<file path="config.mk">
export PLATFORM = sky130hd
export DESIGN_NAME = gamepad_idle_timeout_detector
export DESIGN_NICKNAME = d
export VERILOG_FILES = /design/src/rtl/gitd_pkg.sv /design/src/rtl/gitd_neutral.sv /design/src/rtl/gitd_tracker.sv /design/src/rtl/gamepad_idle_timeout_detector.sv
export SDC_FILE = /design/constraint.sdc
export NUM_CORES = 1
export LEC_CHECK = 0
export ABC_CLOCK_PERIOD_IN_PS = 11200
export BUFFER_PORTS_ARGS = -buffer_cell sky130_fd_sc_hd__buf_2
export CAP_MARGIN = 20
export CORE_ASPECT_RATIO = 1.4
export CORE_MARGIN = 2
export CORE_UTILIZATION = 40
export DETAILED_ROUTE_END_ITERATION = 10
export PLACE_DENSITY = 0.67
export SYNTH_ARGS = -nofsm -noshare
export SYNTH_HDL_FRONTEND = slang
export SYNTH_HIERARCHICAL = 1
export SYNTH_SLANG_ARGS = --single-unit
</file>
<file path="constraint.sdc">
create_clock -name clock -period 11.2 [get_ports clock]
set_input_delay 0 -clock clock [delete_from_list [all_inputs] [get_ports clock]]
set_output_delay 0 -clock clock [all_outputs]
set_load 0.01 [all_outputs]
</file>
<file path="src/rtl/gitd_pkg.sv">
// Shared types, codes and constants for the gamepad idle timeout detector.
package gitd_pkg;

   localparam int unsigned AxisWidth   = 8;
   localparam int unsigned DpadWidth   = 4;
   localparam int unsigned ButtonWidth = 24;
   localparam int unsigned TimeWidth   = 32;
   localparam int unsigned CsrWidth    = 8;
   localparam int unsigned CsrIdxWidth = 2;
   localparam int unsigned ReqDataWidth = 112;
   localparam int unsigned ReqUserWidth = 3;
   localparam int unsigned RspDataWidth = 8;

   localparam logic [DpadWidth-1:0] DpadCentered = 4'd8;
   localparam logic [15:0]          MsPerMinute  = 16'd60000;
   localparam logic [CsrWidth-1:0]  AxisLowReset  = 8'd120;
   localparam logic [CsrWidth-1:0]  AxisHighReset = 8'd140;

   typedef enum logic [1:0] {
      CMD_NOTE  = 2'd0,
      CMD_RETRY = 2'd1,
      CMD_RESET = 2'd2
   } cmd_type;

   typedef enum logic [CsrIdxWidth-1:0] {
      REG_TIMEOUT   = 2'd0,
      REG_AXIS_LOW  = 2'd1,
      REG_AXIS_HIGH = 2'd2
   } reg_index_type;

   typedef struct packed {
      logic [TimeWidth-1:0]   time_ms;
      logic [ButtonWidth-1:0] button_bits;
      logic [DpadWidth-1:0]   dpad_code;
      logic [AxisWidth-1:0]   right_trigger;
      logic [AxisWidth-1:0]   left_trigger;
      logic [AxisWidth-1:0]   right_stick_y;
      logic [AxisWidth-1:0]   right_stick_x;
      logic [AxisWidth-1:0]   left_stick_y;
      logic [AxisWidth-1:0]   left_stick_x;
   } report_type;

   typedef struct packed {
      logic is_neutral;
      logic disconnect_now;
   } result_type;

endpackage

</file>
<file path="src/rtl/gitd_neutral.sv">
// Neutral report check: sticks in window, triggers released, d-pad centered, no buttons.
module gitd_neutral
   import gitd_pkg::*;
(
   input  report_type          report,
   input  logic [CsrWidth-1:0] axis_low,
   input  logic [CsrWidth-1:0] axis_high,
   output logic                is_neutral
);

   function automatic logic centered(input logic [AxisWidth-1:0] v,
                                     input logic [CsrWidth-1:0]  lo,
                                     input logic [CsrWidth-1:0]  hi);
      return (v >= lo) && (v <= hi);
   endfunction

   always_comb begin
      is_neutral = centered(report.left_stick_x,  axis_low, axis_high) &&
                   centered(report.left_stick_y,  axis_low, axis_high) &&
                   centered(report.right_stick_x, axis_low, axis_high) &&
                   centered(report.right_stick_y, axis_low, axis_high) &&
                   (report.left_trigger  == '0) &&
                   (report.right_trigger == '0) &&
                   (report.dpad_code == DpadCentered) &&
                   (report.button_bits == '0);
   end

endmodule

</file>
<file path="src/rtl/gitd_tracker.sv">
// Idle tracker state and the one-shot disconnect decision.
module gitd_tracker
   import gitd_pkg::*;
(
   input  logic                 clock,
   input  logic                 reset,
   input  logic                 step,
   input  logic [1:0]           command,
   input  logic                 full_report,
   input  logic                 is_neutral,
   input  logic [TimeWidth-1:0] now,
   input  logic [CsrWidth-1:0]  timeout_minutes,
   input  logic [TimeWidth-1:0] limit_ms,
   output result_type           result
);

   logic                 armed_ff, armed_in;
   logic [CsrWidth-1:0]  armed_minutes_ff, armed_minutes_in;
   logic [TimeWidth-1:0] last_time_ff, last_time_in;
   logic                 pending_ff, pending_in;
   logic [TimeWidth-1:0] idle_ms;

   assign idle_ms = now - last_time_ff;

   always_comb begin
      armed_in         = armed_ff;
      armed_minutes_in = armed_minutes_ff;
      last_time_in     = last_time_ff;
      pending_in       = pending_ff;
      result           = '0;
      unique case (cmd_type'(command))
         CMD_RETRY: begin
            pending_in = 1'b0;
         end
         CMD_RESET: begin
            armed_in         = 1'b0;
            armed_minutes_in = '0;
            last_time_in     = '0;
            pending_in       = 1'b0;
         end
         CMD_NOTE: begin
            if (full_report) begin
               result.is_neutral = is_neutral;
               if (timeout_minutes == '0) begin
                  armed_in         = 1'b0;
                  armed_minutes_in = '0;
                  last_time_in     = '0;
                  pending_in       = 1'b0;
               end else if (!armed_ff || (armed_minutes_ff != timeout_minutes)) begin
                  armed_in         = 1'b1;
                  armed_minutes_in = timeout_minutes;
                  last_time_in     = now;
                  pending_in       = 1'b0;
               end else if (!is_neutral) begin
                  last_time_in = now;
                  pending_in   = 1'b0;
               end else if (!pending_ff && (idle_ms > limit_ms)) begin
                  last_time_in          = now;
                  pending_in            = 1'b1;
                  result.disconnect_now = 1'b1;
               end
            end
         end
         default: begin
            // Unused command code: no state change, zero result.
         end
      endcase
   end

   always_ff @(posedge clock) begin
      if (reset) begin
         armed_ff         <= 1'b0;
         armed_minutes_ff <= '0;
         last_time_ff     <= '0;
         pending_ff       <= 1'b0;
      end else if (step) begin
         armed_ff         <= armed_in;
         armed_minutes_ff <= armed_minutes_in;
         last_time_ff     <= last_time_in;
         pending_ff       <= pending_in;
      end
   end

`ifndef SYNTHESIS
   a_disarmed_clear: assert property (@(posedge clock) disable iff (reset)
      !armed_ff |-> (armed_minutes_ff == '0) && !pending_ff)
      else $error("tracker disarmed but holds state");

   a_fire_sets_pending: assert property (@(posedge clock) disable iff (reset)
      (step && result.disconnect_now) |=> pending_ff && (last_time_ff == $past(now)))
      else $error("disconnect did not set pending flag");

   a_fire_needs_neutral: assert property (@(posedge clock) disable iff (reset)
      result.disconnect_now |-> result.is_neutral && armed_ff && !pending_ff)
      else $error("disconnect raised on active or unarmed tracker");
`endif

endmodule

</file>
<file path="src/rtl/gamepad_idle_timeout_detector.sv">
// Top level of the gamepad idle timeout detector: ports, settings, request and result registers.
//
// Channel  Direction  Handshake              Payload
// req_     in         req_tvalid/req_tready  req_tuser: command, full_report; req_tdata: report
// rsp_     out        rsp_tvalid/rsp_tready  rsp_tdata: disconnect_now, is_neutral
// csr_     in         csr_we                 csr_index, csr_wdata
//
// Each request lands in an input register; once the output register is free, the neutral
// check and the tracker decide it and write the result to the output register, which drives
// rsp_tvalid.
// One request is accepted every cycle while the result channel is not stalled; the limit is
// the single tracker update per cycle, which the next request needs before it is decided.
// Reset is synchronous; it sets the settings to their reset values and clears the tracker and both valid flags.
// A stalled result stops the input register only when it is full as well, so the two
// registers together hold two requests while rsp_tready is low.
module gamepad_idle_timeout_detector
   import gitd_pkg::*;
(
   input  logic                    clock,
   input  logic                    reset,
   // Request channel
   input  logic                    req_tvalid,
   output logic                    req_tready,
   // [1:0] command, [2] full_report
   input  logic [ReqUserWidth-1:0] req_tuser,
   // [7:0] left_stick_x, [15:8] left_stick_y, [23:16] right_stick_x,
   // [31:24] right_stick_y, [39:32] left_trigger, [47:40] right_trigger,
   // [51:48] dpad_code, [75:52] button_bits, [107:76] time_ms, [111:108] zero
   input  logic [ReqDataWidth-1:0] req_tdata,
   // Result channel
   output logic                    rsp_tvalid,
   input  logic                    rsp_tready,
   // [0] disconnect_now, [1] is_neutral, [7:2] zero
   output logic [RspDataWidth-1:0] rsp_tdata,
   // Settings write port
   input  logic                    csr_we,
   input  logic [CsrIdxWidth-1:0]  csr_index,
   input  logic [CsrWidth-1:0]     csr_wdata
);

   // Settings. The idle limit in milliseconds is worked out when the timeout is written,
   // which keeps the multiplier off the decision path.
   logic [CsrWidth-1:0]  timeout_ff;
   logic [CsrWidth-1:0]  axis_low_ff;
   logic [CsrWidth-1:0]  axis_high_ff;
   logic [TimeWidth-1:0] limit_ff;
   logic [23:0]          limit_product;

   assign limit_product = csr_wdata * MsPerMinute;

   always_ff @(posedge clock) begin
      if (reset) begin
         timeout_ff   <= '0;
         axis_low_ff  <= AxisLowReset;
         axis_high_ff <= AxisHighReset;
         limit_ff     <= '0;
      end else if (csr_we) begin
         unique case (reg_index_type'(csr_index))
            REG_TIMEOUT: begin
               timeout_ff <= csr_wdata;
               limit_ff   <= TimeWidth'(limit_product);
            end
            REG_AXIS_LOW:  axis_low_ff  <= csr_wdata;
            REG_AXIS_HIGH: axis_high_ff <= csr_wdata;
            default: begin
               // Writes to the spare index are dropped.
            end
         endcase
      end
   end

   // Input register. It advances whenever the result register can take the result.
   logic                    in_valid_ff;
   logic [1:0]              in_command_ff;
   logic                    in_full_ff;
   report_type              in_report_ff;
   logic                    out_valid_ff;
   result_type              out_result_ff;
   logic                    decide;
   logic                    out_free;

   assign out_free   = !out_valid_ff || rsp_tready;
   assign decide     = in_valid_ff && out_free;
   assign req_tready = !in_valid_ff || out_free;

   always_ff @(posedge clock) begin
      if (reset) begin
         in_valid_ff <= 1'b0;
      end else if (req_tready) begin
         in_valid_ff <= req_tvalid;
      end
   end

   always_ff @(posedge clock) begin
      if (req_tvalid && req_tready) begin
         in_command_ff <= req_tuser[1:0];
         in_full_ff    <= req_tuser[2];
         in_report_ff  <= report_type'(req_tdata[$bits(report_type)-1:0]);
      end
   end

   // Decision logic.
   logic       is_neutral;
   result_type result;

   gitd_neutral u_neutral (
      .report     (in_report_ff),
      .axis_low   (axis_low_ff),
      .axis_high  (axis_high_ff),
      .is_neutral (is_neutral)
   );

   gitd_tracker u_tracker (
      .clock           (clock),
      .reset           (reset),
      .step            (decide),
      .command         (in_command_ff),
      .full_report     (in_full_ff),
      .is_neutral      (is_neutral),
      .now             (in_report_ff.time_ms),
      .timeout_minutes (timeout_ff),
      .limit_ms        (limit_ff),
      .result          (result)
   );

   // Output register.
   always_ff @(posedge clock) begin
      if (reset) begin
         out_valid_ff <= 1'b0;
      end else if (out_free) begin
         out_valid_ff <= in_valid_ff;
      end
   end

   always_ff @(posedge clock) begin
      if (decide) begin
         out_result_ff <= result;
      end
   end

   assign rsp_tvalid = out_valid_ff;
   assign rsp_tdata  = {{(RspDataWidth-2){1'b0}}, out_result_ff.is_neutral,
                        out_result_ff.disconnect_now};

endmodule
</file>
* Yosys cells after proc, flatten, opt, wreduce, memory -nomap -nowiden
Index checks and enable logic that the tools add are counted.
** Word-level totals
- Register bits after elaboration :: 200
- Output and inout port bits :: 10
- Word-level logic and storage cells :: 105
** Operators by class
- $add $sub $neg :: 1
- Multipliers :: 1
- Order comparisons :: 9
- Eq/ne operators :: 9
- Muxes and demuxes :: 21
- Bitwise logic cells :: 3
- Reductions and logical operators :: 38
** Operator list (number)
- 32-bit 2-to-1 mux :: 5
- 32-bit case mux with 2 select lines :: 1
- 8-bit greater-or-equal comparator :: 4
- 32-bit by 24-bit > comparator with 1-bit output :: 1
- 8-bit less-or-equal comparator :: 4
- 32-bit subtractor :: 1
- 24-bit logical NOT :: 1
- 8-bit logical NOT :: 3
- 8-bit 2-to-1 mux :: 3
- 8-bit by 11-bit multiplier with 19-bit output (second input constant) :: 1
- 8-bit case mux with 2 select lines :: 1
- 1-bit logical AND :: 14
- 4-bit AND reduction :: 3
- 1-bit 2-to-1 mux :: 9
- 8-bit inequality test :: 1
- 2-bit AND reduction :: 4
- 5-bit inequality test (second input constant) :: 1
- 5-bit OR reduction :: 1
- 2-bit by 1-bit equality test with 1-bit output (second input constant) :: 2
- 2-bit equality test (second input constant) :: 2
- 4-bit equality test (second input constant) :: 1
- 1-bit logical NOT :: 4
- 2-bit logical NOT :: 2
- 1-bit case mux with 2 select lines :: 2
- other kinds (6) :: 11

* Longest topological paths before layout
- Depth in word-level cells :: 14
- Mapped depth :: 22

* Modules after synthesis
The synthesis kept the hierarchy.
** By module, submodules not included
- gamepad_idle_timeout_detector :: times used 1, cells each 499, area an instance 6734.0 µm², sequential area each 4274.1 µm²
- gitd_tracker :: times used 1, cells each 529, area an instance 4244.1 µm², sequential area each 840.8 µm²
- gitd_neutral :: times used 1, cells each 186, area an instance 1515.2 µm², sequential area each 0.0 µm²

* Least setup slack after synthesis
OpenSTA, ideal clock, no wires.
- Path type :: register to register
- Start :: register in_report_ff[76] (netlist bit)
- End :: register u_tracker.last_time_ff[1]
- Setup time :: 59 ps
- Arrival :: 4398 ps
- Required time :: 11141 ps
- Path slack :: 6743 ps
- Cell stages (with the launch flop) :: 21
- Path buffers :: 1
- Cells stage by stage :: edfxtp_1 inv_1 ha_1 inv_1 fa_1 a21o_1 a221oi_4 o221a_4 o311ai_4 a311o_1 a31o_1 a21oi_2 xnor2_1 ha_1 nand4_1 nor4_1 a21oi_1 o31ai_2 nor4b_4 buf_6 a22o_1
** On the way
- Longest elaborated chain between the ends :: 5
** Ends and longest elaborated chain
- start: declaration :: RTL line gamepad_idle_timeout_detector.sv:76 : report_type in_report_ff;
- start signal: assignment :: RTL line gamepad_idle_timeout_detector.sv:98 : in_report_ff <= report_type'(req_tdata[$bits(report_type)-1:0]);
- 32-bit subtractor :: RTL line gitd_tracker.sv:23 : assign idle_ms = now - last_time_ff;
- 32-bit by 24-bit > comparator with 1-bit output :: RTL line gitd_tracker.sv:57 : end else if (!pending_ff && (idle_ms > limit_ms)) begin
- 1-bit logical AND :: RTL line gitd_tracker.sv:57
- 5-bit inequality test (no source line)
- 4-bit AND reduction (no source line)
- end signal: assignment :: RTL line gitd_tracker.sv:79 : last_time_ff <= last_time_in;
- end: declaration :: RTL line gitd_tracker.sv:19 : logic [TimeWidth-1:0] last_time_ff, last_time_in;
Every way passes these cells.
A chain may end at the register's enable or synchronous reset.

* Worst setup path in the final report
- Start :: register in_report_ff[76] (netlist bit)
- End :: register u_tracker.last_time_ff[5]
The elaborated chain is that of the path after synthesis.

==> summary.txt <==
Setup path
  • RR Endpoint: u_tracker/last_time_ff[5]$_SDFFE_PP0P_
  • Reg2Reg Depth: 22
  • Critical Path End: u_tracker/last_time_ff[5]$_SDFFE_PP0P_
  • Critical Path RT: ~12000 ps
  • Worst Path Max Fanout: 31
  • Worst Setup Start Kind: register
  • Crit path capture type: register
  • Worst r2r src: in_report_ff[76]$_DFFE_PP_
  • Slack of the worst reg-to-reg path: 5940 ps
  • CP arrival: 5610 ps
  • Critical path class: register to register
  • Crit path launch: in_report_ff[76]$_DFFE_PP_

Timing
  • Post-route setup slack: 5940 ps
  • Fmax: about 190 MHz
  • Unrepaired setup endpoints after global routing: false
  • Final Max Tran Viols: 0
  • TNS Setup: 0 ps
  • Worst Tran Pin Value: roughly 930 ps
  • Final hold violation count: 0
  • Fin crit share: 47.0%
  • Minimum clock period: between 5000 and 6000 ps
  • Relative slew slack: 38.1%
  • Clk_skew: 12.2 ps
  • # setup viols final: 0

Floorplan
  • Die Wd: 153 um
  • Total die area: around 0.033 sq mm
  • Row count: 76
  • Initial Utilization: 40.5%
  • Core ar.: between 0.03 and 0.04 sq mm
  • Num ports: 140
  • DIE HEIGHT: around 210 um

Placement
  • DP Worst Slack: 5950 ps
  • HPWL Detailed: 21.0 mm
  • Port Buf Inserts: between 100 and 150
  • GP Congestion: 0.892
  • Post-DP Area: 0.0136 sq mm

Global route
  • Largest net degree at the start of global routing: between 70 and 80
  • Total Routing Usage GR: a little under a fifth
  • GRT busiest layer: met2
  • GRT overflow: 0
  • GRT met1 Usage: 19.9%
  • Grt met3 use: 3.53%
  • First-pass GRT wire length: roughly 48 mm
  • Met2 Use GR: 34.7%
  • Antenna violations before repair: 1
  • Number of global-route vias before repair: 10179

Layout
  • Layout cells sized above 1: a little over an eighth
  • Multi-input logic area: between 0.006 and 0.007 sq mm
  • Layout fillers: 2765
  • Nets: 1803
  • Register Area: 0.00511 sq mm
  • P&R area growth vs syn: 23.3%
  • Final instance area: 0.0154 sq mm

Logic synthesis
  • EDFF count, synth: approximately 110
  • Post-synthesis cell area: 0.0125 sq mm
  • Gate Count Post-Synth: between 1000 and 1500
  • Synth Register Bits: between 150 and 200
  • Syn Area/Cell: 10.3 sq um
  • Top post-synthesis cells by count: 179 x ha_1, 141 x inv_1, 113 x edfxtp_1
  • Post-synthesis sequential area ratio: 40.9%
  • Asr flop ratio synth: 0%
  • Netlist cell types: 81
  • Top FF cell, synth: edfxtp_1
  • Yosys top cell area share: about 27%
  • Yosys top cell by area: edfxtp_1
  • Most frequent cell after synthesis: ha_1
  • Yosys warns: 6
  • Top post-synthesis cells by area: edfxtp_1 27%, ha_1 18%, dfxtp_1 14%

Clock tree
  • CTS root buffer: clkbuf_16
  • Hold Buf Count CTS: between 100 and 150
  • Number of post-CTS setup repair buffers: 0
  • Post-CTS sizing: 0
  • Clock Latency Late Sink: 470 ps
  • Clock tree buffer depth: 2
  • Cts bufs inserted: 17
  • Clk sink count: 199
  • Worst-path clk slew: approximately 80 ps
  • CTS H-tree depth: 4
  • CTS tree: done

Pwr
  • Psw: 0.000634 W
  • Pwr/cell area: ~130 mW/mm^2
  • Combinational fraction of design power: about a quarter
  • Worst VDD drop: approximately 0.00012 V
  • Switching portion of total power: a little under a third
  • Lkg Pwr: 6.46 nW
  • Design Power: about 0.002 W
  • Part of the power in registers: between 40% and 50%
  • Pint: about 0.0014 W
  • Clock group share of total power: between 30% and 40%

Worst hold path
  • Hold Path Class: input port to register

Drt
  • Avg Vias per Cell: roughly 5.3
  • Initial drt markers: roughly 410
  • Vias: 9848
  • DRC errors left: 0
  • Total wire length: between 20 and 30 mm
  • Routed Antenna Nets: 0
  • Routed wire per std cell: ~16 um
  • DRT Pass-1 Iters: 4

Run status
  • Status: finished clean

Flow run
  • Max Cap Violations: 0
==> state kept, by name, indices dropped and copies added (netlist names) <==
name and flops:
axis_high_ff 8, axis_low_ff 8, in_command_ff 2, in_full_ff 1, in_report_ff 108, in_valid_ff 1, limit_ff 18, rsp_tdata 2
rsp_tvalid 1, timeout_ff 8, u_tracker/armed_ff 1, u_tracker/armed_minutes_ff 8, u_tracker/last_time_ff 32, u_tracker/pending_ff 1
==> kinds of logic after synthesis <==
logic type	count (synthesis)	synth area share, %
mux	3	0.240
other cells	1	0.0300
buf+inv	178	5.80
simple gates	285	12.2
fa+ha+maj	202	21.6
flops	199	40.9
xor+xnor	42	2.94
compound gates	304	16.2
==> per-stage QoR <==
| step | utilization (%) | std cells | hold WS [ps] |
|---|---|---|---|
| floorplan | - | 1232 | 98.9 |
| global placement | 44.0 | 1720 | 177 |
| detailed placement | 44.0 | 1720 | 178 |
| CTS | 50.0 | 1874 | 88.9 |
| global route | 50.0 | 1875 | 140 |
| finish | 50.0 | 1875 | 110 |
==> worst min path at each step <==
| stage | from | to | depth (start not counted) |
|---|---|---|---|
| 2_1_floorplan | req_tuser[0] | in_command_ff[0]$_DFFE_PP_ | 0 |
| 3_3_place_gp | req_tdata[73] | in_report_ff[73]$_DFFE_PP_ | 1 |
| 3_5_place_dp | req_tdata[65] | in_report_ff[65]$_DFFE_PP_ | 1 |
| 4_1_cts | csr_index[0] | timeout_ff[2]$_SDFFE_PP0P_ | 5 |
| 5_1_grt | csr_index[0] | timeout_ff[7]$_SDFFE_PP0P_ | 5 |
| 6_report | csr_index[0] | timeout_ff[2]$_SDFFE_PP0P_ | 5 |
==> layout make-up <==
| type | count | share of cell area, % |
|---|---|---|
| tap | 390 | 3.17 |
| multi-input combinational | 855 | 43.7 |
| timing repair buffer | 257 | 12.4 |
| sequential | 199 | 33.2 |
| clock buffer | 17 | 2.76 |
| inverter | 141 | 3.44 |
| clock inverter | 15 | 1.31 |
| antenna | 1 | 0.0162 |
==> power by group through the flow <==
stage	Clock, W	Combinational (W)	Sequential (W)
global route	0.000696	0.000605	0.000835
detailed placement	0	0.000491	0.000847
CTS	0.000671	0.000529	0.000831
global placement	0	0.000480	0.000846
finish	0.000658	0.000532	0.000831
floorplan	0	0.000366	0.000843
==> cell usage in the layout, fill, tap and decap left out, drive strengths merged, types with 6 or more instances in the layout <==
cell type    count
nor4            15
and2             7
a21oi          110
nand2b           8
o21bai           8
fa              23
nor2b           10
a211oi           6
conb            19
o21ai           53
a31oi            9
clkbuf          17
nor3            14
dfxtp           86
edfxtp         113
ha             179
buf            135
inv            149
nand3           31
a22o            31
and3            11
nor2            44
nand4           23
xnor2           28
or3              7
a21o            22
nand2           86
xor2            14
dlygate4sd3    122
o211ai          18
==> worst max-delay path, cell delays in order, from the launching register on <==
cell      delay, ps
edfxtp_1        360
inv_1           100
ha_1            230
inv_1            70
fa_1            390
a21o_1          240
a221oi_4        390
o221a_4         280
o311ai_4        120
a31oi_1         310
o21bai_1        120
mux2i_1         130
nor4_1          320
ha_1            310
nand4_1         150
nor3_1           70
a221oi_1        270
o21ai_0         140
a21oi_1         300
o31ai_2         130
nor4b_4         140
buf_4           260
a22o_1          270
==> routing by layer <==
metal,share of wire [%],wire [um],up-vias
li1,-,-,4906
met3,3.6,1050,50
met2,53,15400,212
met1,41,12000,4680
met4,3.0,864,0
met5,0,0,-
No activity file was read; power rests on OpenSTA's default activity.
